<file path="src/rtl/core/lsd_pkg.sv">
// Shared types, constants and the duty lookup for the LED brightness stepdown unit.
// No dependencies; every other file of the block depends on this package.
package lsd_pkg;

  localparam int unsigned LEVEL_W = 3;
  localparam int unsigned BYTE_W  = 8;
  localparam int unsigned CFG_IDX_W = 3;

  typedef logic [LEVEL_W-1:0] level_t;
  typedef logic [BYTE_W-1:0]  byte_t;

  // Highest brightness level; start levels above it saturate.
  localparam level_t LEVEL_MAX = 3'd5;

  typedef enum logic {
    KIND_START = 1'b0,
    KIND_TICK  = 1'b1
  } kind_e;

  typedef enum logic [CFG_IDX_W-1:0] {
    CFG_LOW_THRESHOLD    = 3'd0,
    CFG_CRIT_THRESHOLD   = 3'd1,
    CFG_OFF_THRESHOLD    = 3'd2,
    CFG_CRIT_TICKS       = 3'd3,
    CFG_HIGH_TICKS       = 3'd4,
    CFG_TIME_LIMIT_LEVEL = 3'd5,
    CFG_LOW_CAP_LEVEL    = 3'd6,
    CFG_CRIT_FLOOR_LEVEL = 3'd7
  } cfg_idx_e;

  typedef struct packed {
    byte_t  low_threshold;
    byte_t  crit_threshold;
    byte_t  off_threshold;
    byte_t  crit_ticks;
    byte_t  high_ticks;
    level_t time_limit_level;
    level_t low_cap_level;
    level_t crit_floor_level;
  } cfg_t;

  localparam cfg_t CFG_RESET = '{
    low_threshold:    8'd132,
    crit_threshold:   8'd128,
    off_threshold:    8'd120,
    crit_ticks:       8'd5,
    high_ticks:       8'd180,
    time_limit_level: 3'd4,
    low_cap_level:    3'd3,
    crit_floor_level: 3'd2
  };

  typedef struct packed {
    level_t level;
    byte_t  high_cnt;
    byte_t  crit_cnt;
    logic   off;
  } state_t;

  typedef struct packed {
    kind_e  kind;
    level_t start_level;
    byte_t  voltage;
  } item_t;

  // PWM compare value per level; levels past the table run at full duty.
  function automatic byte_t duty_of(input level_t lvl);
    byte_t d;
    case (lvl)
      3'd0:    d = 8'd0;
      3'd1:    d = 8'd5;
      3'd2:    d = 8'd13;
      3'd3:    d = 8'd35;
      3'd4:    d = 8'd94;
      default: d = 8'd255;
    endcase
    return d;
  endfunction

endpackage

</file>
<file path="src/rtl/core/lsd_if.sv">
// Valid/ready channel interfaces for input items and result items.
// Depends on lsd_pkg for the field types.
interface lsd_in_if;
  logic             valid;
  logic             ready;
  lsd_pkg::kind_e   kind;
  lsd_pkg::level_t  start_level;
  lsd_pkg::byte_t   voltage;

  modport source (output valid, kind, start_level, voltage, input ready);
  modport sink   (input valid, kind, start_level, voltage, output ready);
endinterface

interface lsd_out_if;
  logic             valid;
  logic             ready;
  lsd_pkg::level_t  level;
  lsd_pkg::byte_t   duty;
  logic             shut_off;

  modport source (output valid, level, duty, shut_off, input ready);
  modport sink   (input valid, level, duty, shut_off, output ready);
endinterface

</file>
<file path="src/rtl/core/led_brightness_stepdown_unit.sv">
// LED brightness stepdown unit: flashlight level limiter on battery voltage.
// Path from input transfer to result valid: input register, then result register.
// Throughput: one item per cycle while the result channel is not stalled; the state
// update between the two registers is combinational. Reset clears both pipeline valids
// and the level/counter/latch state; config registers return to defaults.
module led_brightness_stepdown_unit (
  input  logic                          clk_i,
  input  logic                          rst_ni,
  input  logic                          cfg_we_i,
  input  logic [lsd_pkg::CFG_IDX_W-1:0] cfg_idx_i,
  input  lsd_pkg::byte_t                cfg_wdata_i,
  lsd_in_if.sink                        in_if,
  lsd_out_if.source                     out_if
);
  import lsd_pkg::*;

  cfg_t   cfg;
  state_t state_q, state_d;
  item_t  item_q, item_d;
  logic   in_vld_q, in_vld_d;
  logic   out_vld_q, out_vld_d;
  level_t out_level_q, out_level_d;
  byte_t  out_duty_q, out_duty_d;
  logic   out_off_q, out_off_d;
  logic   advance;
  logic   in_xfer;

  lsd_cfg_regs u_cfg (
    .clk_i       (clk_i),
    .rst_ni      (rst_ni),
    .cfg_we_i    (cfg_we_i),
    .cfg_idx_i   (cfg_idx_i),
    .cfg_wdata_i (cfg_wdata_i),
    .cfg_o       (cfg)
  );

  // Item in the input register retires into the result register when that
  // register is empty or its content transfers out this cycle. State is
  // committed at the same edge, so the following item sees it at once.
  assign advance  = in_vld_q && (!out_vld_q || out_if.ready);
  assign in_if.ready = !in_vld_q || advance;
  assign in_xfer  = in_if.valid && in_if.ready;

  lsd_step u_step (
    .cfg_i   (cfg),
    .state_i (state_q),
    .item_i  (item_q),
    .state_o (state_d)
  );

  always_comb begin
    in_vld_d = in_xfer ? 1'b1 : (advance ? 1'b0 : in_vld_q);
    item_d   = item_q;
    if (in_xfer) begin
      item_d.kind        = in_if.kind;
      item_d.start_level = in_if.start_level;
      item_d.voltage     = in_if.voltage;
    end
  end

  always_comb begin
    out_vld_d   = advance ? 1'b1 : ((out_vld_q && out_if.ready) ? 1'b0 : out_vld_q);
    out_level_d = out_level_q;
    out_duty_d  = out_duty_q;
    out_off_d   = out_off_q;
    if (advance) begin
      out_level_d = state_d.level;
      out_duty_d  = state_d.off ? 8'd0 : duty_of(state_d.level);
      out_off_d   = state_d.off;
    end
  end

  // control and state
  always_ff @(posedge clk_i or negedge rst_ni) begin
    if (!rst_ni) begin
      in_vld_q  <= 1'b0;
      out_vld_q <= 1'b0;
      state_q   <= '0;
    end else begin
      in_vld_q  <= in_vld_d;
      out_vld_q <= out_vld_d;
      if (advance) begin
        state_q <= state_d;
      end
    end
  end

  // payload, no reset
  always_ff @(posedge clk_i) begin
    item_q      <= item_d;
    out_level_q <= out_level_d;
    out_duty_q  <= out_duty_d;
    out_off_q   <= out_off_d;
  end

  assign out_if.valid    = out_vld_q;
  assign out_if.level    = out_level_q;
  assign out_if.duty     = out_duty_q;
  assign out_if.shut_off = out_off_q;

endmodule

</file>
<file path="src/rtl/core/lsd_cfg_regs.sv">
// Configuration register file: eight write-only limit and threshold registers.
// Depends on lsd_pkg.
module lsd_cfg_regs (
  input  logic                          clk_i,
  input  logic                          rst_ni,
  input  logic                          cfg_we_i,
  input  logic [lsd_pkg::CFG_IDX_W-1:0] cfg_idx_i,
  input  lsd_pkg::byte_t                cfg_wdata_i,
  output lsd_pkg::cfg_t                 cfg_o
);
  import lsd_pkg::*;

  cfg_t cfg_q, cfg_d;

  always_comb begin
    cfg_d = cfg_q;
    if (cfg_we_i) begin
      case (cfg_idx_e'(cfg_idx_i))
        CFG_LOW_THRESHOLD:    cfg_d.low_threshold    = cfg_wdata_i;
        CFG_CRIT_THRESHOLD:   cfg_d.crit_threshold   = cfg_wdata_i;
        CFG_OFF_THRESHOLD:    cfg_d.off_threshold    = cfg_wdata_i;
        CFG_CRIT_TICKS:       cfg_d.crit_ticks       = cfg_wdata_i;
        CFG_HIGH_TICKS:       cfg_d.high_ticks       = cfg_wdata_i;
        CFG_TIME_LIMIT_LEVEL: cfg_d.time_limit_level = cfg_wdata_i[LEVEL_W-1:0];
        CFG_LOW_CAP_LEVEL:    cfg_d.low_cap_level    = cfg_wdata_i[LEVEL_W-1:0];
        CFG_CRIT_FLOOR_LEVEL: cfg_d.crit_floor_level = cfg_wdata_i[LEVEL_W-1:0];
        default:              cfg_d = cfg_q;
      endcase
    end
  end

  always_ff @(posedge clk_i or negedge rst_ni) begin
    if (!rst_ni) begin
      cfg_q <= CFG_RESET;
    end else begin
      cfg_q <= cfg_d;
    end
  end

  assign cfg_o = cfg_q;

endmodule

</file>
<file path="src/rtl/core/lsd_step.sv">
// Next-state logic for one item: start load, time limit, low-voltage cap,
// critical-voltage step down and shut-off latch. Depends on lsd_pkg.
module lsd_step (
  input  lsd_pkg::cfg_t   cfg_i,
  input  lsd_pkg::state_t state_i,
  input  lsd_pkg::item_t  item_i,
  output lsd_pkg::state_t state_o
);
  import lsd_pkg::*;

  byte_t  hc_inc, cc_inc;
  level_t lvl_time, lvl_cap;
  logic   hc_hit, cc_hit;

  always_comb begin
    // time limit
    hc_inc   = (state_i.level > cfg_i.time_limit_level) ? state_i.high_cnt + 8'd1 : 8'd0;
    hc_hit   = (hc_inc >= cfg_i.high_ticks);
    lvl_time = state_i.level;
    if (hc_hit && state_i.level != '0) begin
      lvl_time = state_i.level - 3'd1;
    end

    // low voltage cap
    lvl_cap = lvl_time;
    if (item_i.voltage < cfg_i.low_threshold && lvl_time > cfg_i.low_cap_level) begin
      lvl_cap = cfg_i.low_cap_level;
    end

    // critical voltage
    cc_inc = (item_i.voltage < cfg_i.crit_threshold) ? state_i.crit_cnt + 8'd1 : 8'd0;
    cc_hit = (cc_inc >= cfg_i.crit_ticks);

    state_o = state_i;
    if (item_i.kind == KIND_START) begin
      state_o.level    = (item_i.start_level > LEVEL_MAX) ? LEVEL_MAX : item_i.start_level;
      state_o.high_cnt = '0;
      state_o.crit_cnt = '0;
      state_o.off      = 1'b0;
    end else if (!state_i.off) begin
      state_o.high_cnt = hc_hit ? 8'd0 : hc_inc;
      state_o.crit_cnt = cc_hit ? 8'd0 : cc_inc;
      state_o.level    = lvl_cap;
      if (cc_hit) begin
        if (lvl_cap > cfg_i.crit_floor_level) begin
          state_o.level = lvl_cap - 3'd1;
        end else if (item_i.voltage < cfg_i.off_threshold) begin
          state_o.off = 1'b1;
        end
      end
    end
  end

endmodule
</file>
<file path="src/flat_wrapper.sv">
// flat-port wrapper written by rule: the top's interface ports become plain ports
module led_brightness_stepdown_unit_flat import lsd_pkg::*;
  (clk_i, rst_ni, cfg_we_i, cfg_idx_i, cfg_wdata_i, in_if_valid, in_if_kind, in_if_start_level, in_if_voltage, in_if_ready, out_if_valid, out_if_level, out_if_duty, out_if_shut_off, out_if_ready);
  lsd_in_if in_if_i ();
  lsd_out_if out_if_i ();
  input  logic clk_i;
  input  logic rst_ni;
  input  logic cfg_we_i;
  input  logic [lsd_pkg::CFG_IDX_W-1:0] cfg_idx_i;
  input  lsd_pkg::byte_t cfg_wdata_i;
  input wire logic [$bits(in_if_i.valid)-1:0] in_if_valid;
  input wire logic [$bits(in_if_i.kind)-1:0] in_if_kind;
  input wire logic [$bits(in_if_i.start_level)-1:0] in_if_start_level;
  input wire logic [$bits(in_if_i.voltage)-1:0] in_if_voltage;
  output wire logic [$bits(in_if_i.ready)-1:0] in_if_ready;
  output wire logic [$bits(out_if_i.valid)-1:0] out_if_valid;
  output wire logic [$bits(out_if_i.level)-1:0] out_if_level;
  output wire logic [$bits(out_if_i.duty)-1:0] out_if_duty;
  output wire logic [$bits(out_if_i.shut_off)-1:0] out_if_shut_off;
  input wire logic [$bits(out_if_i.ready)-1:0] out_if_ready;
  assign in_if_i.valid = in_if_valid;
  assign in_if_i.kind = in_if_kind;
  assign in_if_i.start_level = in_if_start_level;
  assign in_if_i.voltage = in_if_voltage;
  assign in_if_ready = in_if_i.ready;
  assign out_if_valid = out_if_i.valid;
  assign out_if_level = out_if_i.level;
  assign out_if_duty = out_if_i.duty;
  assign out_if_shut_off = out_if_i.shut_off;
  assign out_if_i.ready = out_if_ready;
  led_brightness_stepdown_unit u_core (.clk_i(clk_i), .rst_ni(rst_ni), .cfg_we_i(cfg_we_i), .cfg_idx_i(cfg_idx_i), .cfg_wdata_i(cfg_wdata_i), .in_if(in_if_i), .out_if(out_if_i));
endmodule
</file>
<file path="config.mk">
export PLATFORM = sky130hd
export DESIGN_NAME = led_brightness_stepdown_unit_flat
export DESIGN_NICKNAME = d
export VERILOG_FILES = /design/src/rtl/core/lsd_pkg.sv /design/src/rtl/core/lsd_if.sv /design/src/rtl/core/led_brightness_stepdown_unit.sv /design/src/rtl/core/lsd_cfg_regs.sv /design/src/rtl/core/lsd_step.sv /design/src/flat_wrapper.sv
export SDC_FILE = /design/constraint.sdc
export NUM_CORES = 1
export LEC_CHECK = 0
export BUFFER_PORTS_ARGS = -buffer_cell sky130_fd_sc_hd__buf_2
export CORE_ASPECT_RATIO = 1.75
export CORE_MARGIN = 2
export CORE_UTILIZATION = 40
export DETAILED_ROUTE_END_ITERATION = 7
export PLACE_DENSITY = 0.61
export SYNTH_ARGS = -nofsm -noshare
export SYNTH_HDL_FRONTEND = slang
export SYNTH_SLANG_ARGS = --single-unit
</file>
<file path="constraint.sdc">
create_clock -name clk_i -period 6.2 [get_ports clk_i]
set_input_delay 0.31 -clock clk_i [delete_from_list [all_inputs] [get_ports clk_i]]
set_output_delay 0.31 -clock clk_i [all_outputs]
set_load 0.03 [all_outputs]
</file>
## Yosys cells after proc, flatten, opt, wreduce, memory -nomap -nowiden

Index checks and enable logic that the tools add are counted.

| storage, ports and cells | value |
|---|---|
| word-level logic and storage cells | 87 |
| bits of input ports | 28 |
| output and inout port bits | 14 |
| register bits | 95 |

| cells by class | value |
|---|---|
| reduce and logical (&&, ||, !) cells | 23 |
| $add $sub $neg | 4 |
| muxes and demuxes | 19 |
| order comparisons | 9 |
| equality and inequality tests | 12 |

Operators by type and width:

| operator | number |
|---|---|
| 20-bit 2-to-1 mux | 2 |
| 8-bit one-hot mux with 5 select lines | 1 |
| 8-bit 2-to-1 mux | 4 |
| 8-bit < comparator | 3 |
| 2-bit AND reduction | 9 |
| 8-bit by 1-bit adder with 8-bit output (second input constant) | 2 |
| 8-bit greater-or-equal comparator | 2 |
| 3-bit == test (second input constant) | 5 |
| 3-bit 2-to-1 mux | 5 |
| 3-bit by 2-bit == test with 1-bit output (second input constant) | 4 |
| 3-bit greater-than comparator | 3 |
| 1-bit 2-to-1 mux | 7 |
| 3-bit by 1-bit == test with 1-bit output (second input constant) | 2 |
| 3-bit logical NOT | 2 |
| 3-bit by 1-bit subtractor with 3-bit output (second input constant) | 2 |
| 1-bit logical AND | 5 |
| 2-bit nonzero test | 2 |
| 3-bit greater-than comparator (second input constant) | 1 |
| 3-bit nonzero test | 1 |
| 1-bit logical NOT | 2 |
| 1-bit logical OR | 2 |
| 2-bit != test (second input constant) | 1 |

## Depth between registers and ports, before layout

| depth | value |
|---|---|
| depth after elaboration | 15 |
| mapped depth | 31 |
| mapped depth without buffers | 30 |

## Hierarchy

A second synthesis with hierarchy kept.

| second synthesis, totals | value |
|---|---|
| cell total of the unflattened synthesis | 492 |
| area total of the unflattened synthesis | 5590.4 um2 |

By module, submodules not included:

| module | cells an instance | times used | area an instance (um2) |
|---|---|---|---|
| lsd_step | 291 | 1 | 1983.2 |
| lsd_cfg_regs | 111 | 1 | 1913.1 |
| led_brightness_stepdown_unit | 90 | 1 | 1694.1 |

## Worst setup path before layout

No wires, ideal clock.

| timing | value |
|---|---|
| kind | reg2reg |
| from | register u_core.state_q[17] (netlist bit) |
| to | register u_core.out_duty_q[5], in the netlist u_core.out_if.duty[5] (data pin) |
| cell stages (with the launch flop) | 31 |
| setup slack | 0.117 ns |
| library setup time | 0.135 ns |
| required time | 6.065 ns |
| data arrival time | 5.948 ns |
| cell sequence | dfrtp_1 -> clkbuf_1 -> inv_1 -> ha_1 -> nor2b_1 -> o21a_1 -> o21ai_1 -> nor2_1 -> inv_1 -> ha_1 -> nand2b_4 -> a2111oi_4 -> o31ai_2 -> nand2_1 -> mux2_2 -> ha_1 -> a21o_1 -> nand2_1 -> or3_1 -> o211ai_2 -> o21bai_1 -> mux2_4 -> ha_1 -> nor3b_1 -> o22ai_1 -> nor3_1 -> mux2i_1 -> a2111o_1 -> o211a_2 -> maj3_2 -> nor2_2 |

| on the way | value |
|---|---|
| longest elaborated chain between the ends | 15 |
| elaborated cells between the ends (all ways) | 24 |
| classes of those cells | add/sub (2); order compare (4); eq/ne (4); mux (10); reduce/logical (4) |

Ends and longest elaborated chain:

| what | line | RTL |
|---|---|---|
| start, declared | led_brightness_stepdown_unit.sv:18 | `state_t state_q, state_d;` |
| start signal, assigned | led_brightness_stepdown_unit.sv:83 | `state_q <= state_d;` |
| 3-bit greater-than comparator | lsd_step.sv:17 | `hc_inc = (state_i.level > cfg_i.time_limit_level) ? state_i.high_cnt + 8'd1 : 8'd0;` |
| 8-bit 2-to-1 mux | lsd_step.sv:17 |  |
| 8-bit greater-or-equal comparator | lsd_step.sv:18 | `hc_hit = (hc_inc >= cfg_i.high_ticks);` |
| 1-bit logical AND | lsd_step.sv:20 | `if (hc_hit && state_i.level != '0) begin` |
| 3-bit 2-to-1 mux | lsd_step.sv:20 |  |
| 3-bit greater-than comparator | lsd_step.sv:26 | `if (item_i.voltage < cfg_i.low_threshold && lvl_time > cfg_i.low_cap_level) begin` |
| 1-bit logical AND | lsd_step.sv:26 |  |
| 3-bit 2-to-1 mux | lsd_step.sv:26 |  |
| 3-bit by 1-bit subtractor with 3-bit output / 3-bit greater-than comparator (equally long branches) | lsd_step.sv:46, lsd_step.sv:45 |  |
| 3-bit 2-to-1 mux | lsd_step.sv:45 | `if (lvl_cap > cfg_i.crit_floor_level) begin` |
| 3-bit 2-to-1 mux | lsd_step.sv:44 | `if (cc_hit) begin` |
| 20-bit 2-to-1 mux (*) | lsd_step.sv:40 | `end else if (!state_i.off) begin` |
| 20-bit 2-to-1 mux (*) | lsd_step.sv:35 | `if (item_i.kind == KIND_START) begin` |
| 3-bit == test (tied with other cells) | lsd_pkg.sv:69 | `case (lvl)` |
| 8-bit one-hot mux with 5 select lines | lsd_pkg.sv:69 |  |
| end signal, assigned | led_brightness_stepdown_unit.sv:92 | `out_duty_q <= out_duty_d;` |
| end, declared | led_brightness_stepdown_unit.sv:23 | `byte_t out_duty_q, out_duty_d;` |

Every way passes the cells marked *; elsewhere a longest branch is shown, timed or not. The select of a mux whose other input is x is not followed.
A chain may end at the register's enable or synchronous reset.

## Worst setup path after layout

| timing | value |
|---|---|
| from | register u_core.u_cfg.cfg_q, in the netlist u_core.u_cfg.cfg_o[7] |
| to | register u_core.out_duty_q[5], in the netlist u_core.out_if.duty[5] (data pin) |

| on the way | value |
|---|---|
| longest elaborated chain between the ends | 15 |
| elaborated cells between the ends (all ways) | 22 |
| classes of those cells | add/sub (1); order compare (4); eq/ne (4); mux (10); reduce/logical (3) |

Ends and longest elaborated chain:

| what | line | RTL |
|---|---|---|
| start, declared | lsd_cfg_regs.sv:13 | `cfg_t cfg_q, cfg_d;` |
| start signal, assigned | lsd_cfg_regs.sv:36 | `cfg_q <= cfg_d;` |
| 3-bit greater-than comparator (*) | lsd_step.sv:17 |  |
| 8-bit 2-to-1 mux (*) | lsd_step.sv:17 |  |
| 8-bit greater-or-equal comparator (*) | lsd_step.sv:18 |  |
| 1-bit logical AND (*) | lsd_step.sv:20 |  |
| 3-bit 2-to-1 mux (*) | lsd_step.sv:20 |  |
| 3-bit greater-than comparator | lsd_step.sv:26 |  |
| 1-bit logical AND | lsd_step.sv:26 |  |
| 3-bit 2-to-1 mux (*) | lsd_step.sv:26 |  |
| 3-bit by 1-bit subtractor with 3-bit output / 3-bit greater-than comparator (equally long branches) | lsd_step.sv:46, lsd_step.sv:45 |  |
| 3-bit 2-to-1 mux | lsd_step.sv:45 |  |
| 3-bit 2-to-1 mux | lsd_step.sv:44 |  |
| 20-bit 2-to-1 mux (*) | lsd_step.sv:40 |  |
| 20-bit 2-to-1 mux (*) | lsd_step.sv:35 |  |
| 3-bit == test (tied with other cells) | lsd_pkg.sv:69 |  |
| 8-bit one-hot mux with 5 select lines | lsd_pkg.sv:69 |  |

Marks and branches as above.

==> run summary <==
The run finished with clean final reports. During synthesis, Yosys emitted a total of 0 warnings. At the pin with the least slew margin, the transition time is 0.915 ns. For the H-tree depth reported by CTS, the log shows 3.

Largest net degree at the start of global routing: 72. The tree is rooted in a clkbuf_16. The tools report the layout net count as 640. The worst-case clock buffer depth was 2.

The clock transition at the registers of the reported paths works out to 0.07 ns. Together, buffers and inverters on the worst path number 2. Most frequently used flop master after synthesis: dfrtp_1. The antenna diode instance count came out at 0. The site row count came out at 55. TritonCTS created 9 clock buffers. The largest incremental delay on the critical path came out at 0.45 ns. The cell area after technology mapping is 0.00522 mm².

The path class of the tightest hold or removal check is primary input to flip-flop. Via count normalized by instance count: 5.15. The most frequent standard cell in the layout excluding fill and tap cells is dfrtp_1. Synthesis produced a netlist whose cell count is 503. Power density relative to cell area: 376 mW/mm².

STA classifies the critical path endpoint as a flip-flop. Counting every net in the synthesized netlist gives 580. Number of antenna violations at the first check in global routing: 0. The logs give 6.41 ns for the required time of the critical path and 212 µV for the largest voltage drop on the vdd net.

The later pin in the worst-skew pair is clocked with a latency of 0.35 ns. After detailed routing, the number of remaining DRC violations is 0. Wires add up to 11.3 mm.

The headroom to the max-slew limit came out at 0.390. Summing over every cut layer, the via total after detailed routing is 3808. Across the run, the number of max-cap violations was 0. The tools report the type of element launching the critical path as a flip-flop. The top cell types in the final layout, fill and taps aside, are dfrtp_1 (54), inv_1 (53), nand2_1 (49). Setup violations remaining at the end of the flow were counted as 0. Once layout is done, the placed cells without fillers occupy 0.00619 mm². After global routing the overflow that remains totals 0. For the detailed placement HPWL, the log shows 8.38 mm. Counting flops with a built-in enable in the synthesized netlist gives 23. Class of the most critical setup path: flip-flop to flip-flop. Kind of cell adding the most delay to the critical path: compound AO/OA/AOI/OAI gates.

The die outline height is 155 µm. Based on the critical path, the design can be clocked at up to 167 MHz. The effective utilization at floorplan was 0.407; the via count of the first global-routing pass was 3785.

Sequential share of the synthesized area: 0.477. The logs give 0 for the final hold violation count and 131 for the violation count after the first detailed-route iteration. The area growth from synthesis to layout was 18.6%; the routability congestion estimate was 0.775. A synthesized cell averages 10.4 µm². On the final layout, the worst clock skew is 0.00994 ns.

Yosys mapped the design onto 54 distinct sky130hd cell types. Data arrives at the worst endpoint at 6.20 ns. The static power due to leakage was 2.76 nW. The post-route minimum period was 5.99 ns.

Number of primary I/O pins: 42. The logs give 0.166 for the aggregate global-route resource usage and 0.0128 mm² for the area inside the core boundary. The first global-routing pass estimated 18.3 mm of wire. The die extent in x is 90.3 µm, and the biggest fanout along the worst timing path is 7. The most repeated library cell on the critical path was ha_1. CTS saw 94 sinks. The run gives 4 as the iteration count of the initial detailed-routing pass.

During placement, the flow inserted port buffers numbering 41. The per-cell routed wire length came out at 15.3 µm. The floorplan step defined a die boundary enclosing 0.0140 mm².

The post-route clock period utilization is 0.966, and the placed cell area is 0.00567 mm². Register bit count reported by yosys: 94. The fraction of final layout cells with drive strength greater than 1 was 0.254; the final number of max-transition violations was 0. In this run the remaining antenna-violating nets after routing total 0. The fraction of registers with async set/reset is 0.755.

TritonCTS built the clock tree. Summed over all failing endpoints, the final setup total negative slack is 0 ns. The critical path's slowest cell was a2111oi_4.
-- routing by layer --
metal,GRT usage,vias to the layer above,routed length [µm]
met5,0,-,0
met4,0.0769,0,411
met3,0.0291,23,328
met2,0.308,79,6030
met1,0.182,1826,4520
li1,-,1880,-
-- registers in the layout, summed over array words and instances, names as in the netlist --
| name | cells |
|---|---|
| u_core.state_q | 20 |
| u_core.out_if.level | 3 |
| u_core.out_if.valid | 1 |
| u_core.out_if.shut_off | 1 |
| u_core.u_cfg.cfg_o | 49 |
| u_core.in_vld_q | 1 |
| u_core.item_q | 12 |
| u_core.out_if.duty | 7 |
-- path summary, 6_finish.rpt --
path / slack (ns) / cells past startpoint / from / endpoint
max in group asynchronous: 5.43 / 2 / rst_ni / u_core.state_q[18]
worst max-delay path: 0.21 / 28 / u_core.u_cfg.cfg_o[7] / u_core.out_if.duty[5]
worst min register to register: 0.50 / 1 / u_core.in_vld_q / u_core.out_if.valid
min in group asynchronous: 0.16 / 2 / rst_ni / u_core.u_cfg.cfg_o[46]
worst max register to register: 0.21 / 28 / u_core.u_cfg.cfg_o[7] / u_core.out_if.duty[5]
worst min-delay path: 0.13 / 1 / in_if_voltage[6] / u_core.item_q[6]
-- metrics by stage --
step,hold slack [ns],util,cells,total power (W),setup WS [ns]
floorplan,0.0144,-,503,0.00139,0.117
global placement,0.472,0.443,713,0.00158,0.174
detailed placement,0.488,0.443,713,0.00161,0.0155
CTS,0.119,0.469,729,0.00224,0.0387
global route,0.122,0.483,739,0.00249,-0.0978
finish,0.132,0.483,739,0.00232,0.214
-- final cells by class --
type / instances / area, µm²
fillers: 1237 / 6610
repair buffers: 62 / 367
well taps: 171 / 214
inverters: 53 / 199
flip-flops and latches: 94 / 2490
multi-input cells: 343 / 2590
clock buffers: 9 / 225
clock inverters: 7 / 105
-- logic make-up after synthesis --
family,synth area share
DFF,0.477
AOI/OAI and AO/OA,0.134
xor gates and xnor gates,0.0235
buffers and inverters,0.0485
and+or+nand+nor,0.139
adders and majority gates,0.120
muxes,0.0578
-- power breakdown --
part	internal [W]	switching (W)	total, W
sequential	0.000782	0.0000646	0.000847
clock	0.000359	0.000248	0.000607
combinational	0.000391	0.000479	0.000870
total	0.00153	0.000792	0.00232
-- synth_stat cells, types with 4 or more instances --
cell type,instances,area share
a21oi_1,17,0.016
dfrtp_1,54,0.26
nand2_1,50,0.036
nand4_1,4,0.0048
o21a_1,6,0.0086
mux2i_1,5,0.0096
a22o_1,9,0.015
xnor2_1,8,0.013
nor3_1,8,0.0077
ha_1,49,0.12
o21ai_0,43,0.041
mux2_2,21,0.045
clkbuf_1,10,0.0072
dfstp_2,17,0.086
a32o_1,7,0.013
nand3_1,12,0.012
nand2b_1,11,0.013
and2_1,8,0.0096
nor2_1,26,0.019
inv_1,53,0.038
xor2_1,6,0.010
nor2b_1,8,0.0096
edfxtp_1,23,0.13
and3_1,5,0.0060
-- timing repair --
item                                    in CTS  in global routing
buffers inserted                             0                 10
pin swaps                                    0                 15
gates resized for setup                      1                 23
endpoints found under the hold margin        0                  0
endpoints found under the setup margin       1                 12
hold buffers                                 0                  0
Note: power is estimated with default switching activity, not from simulation.
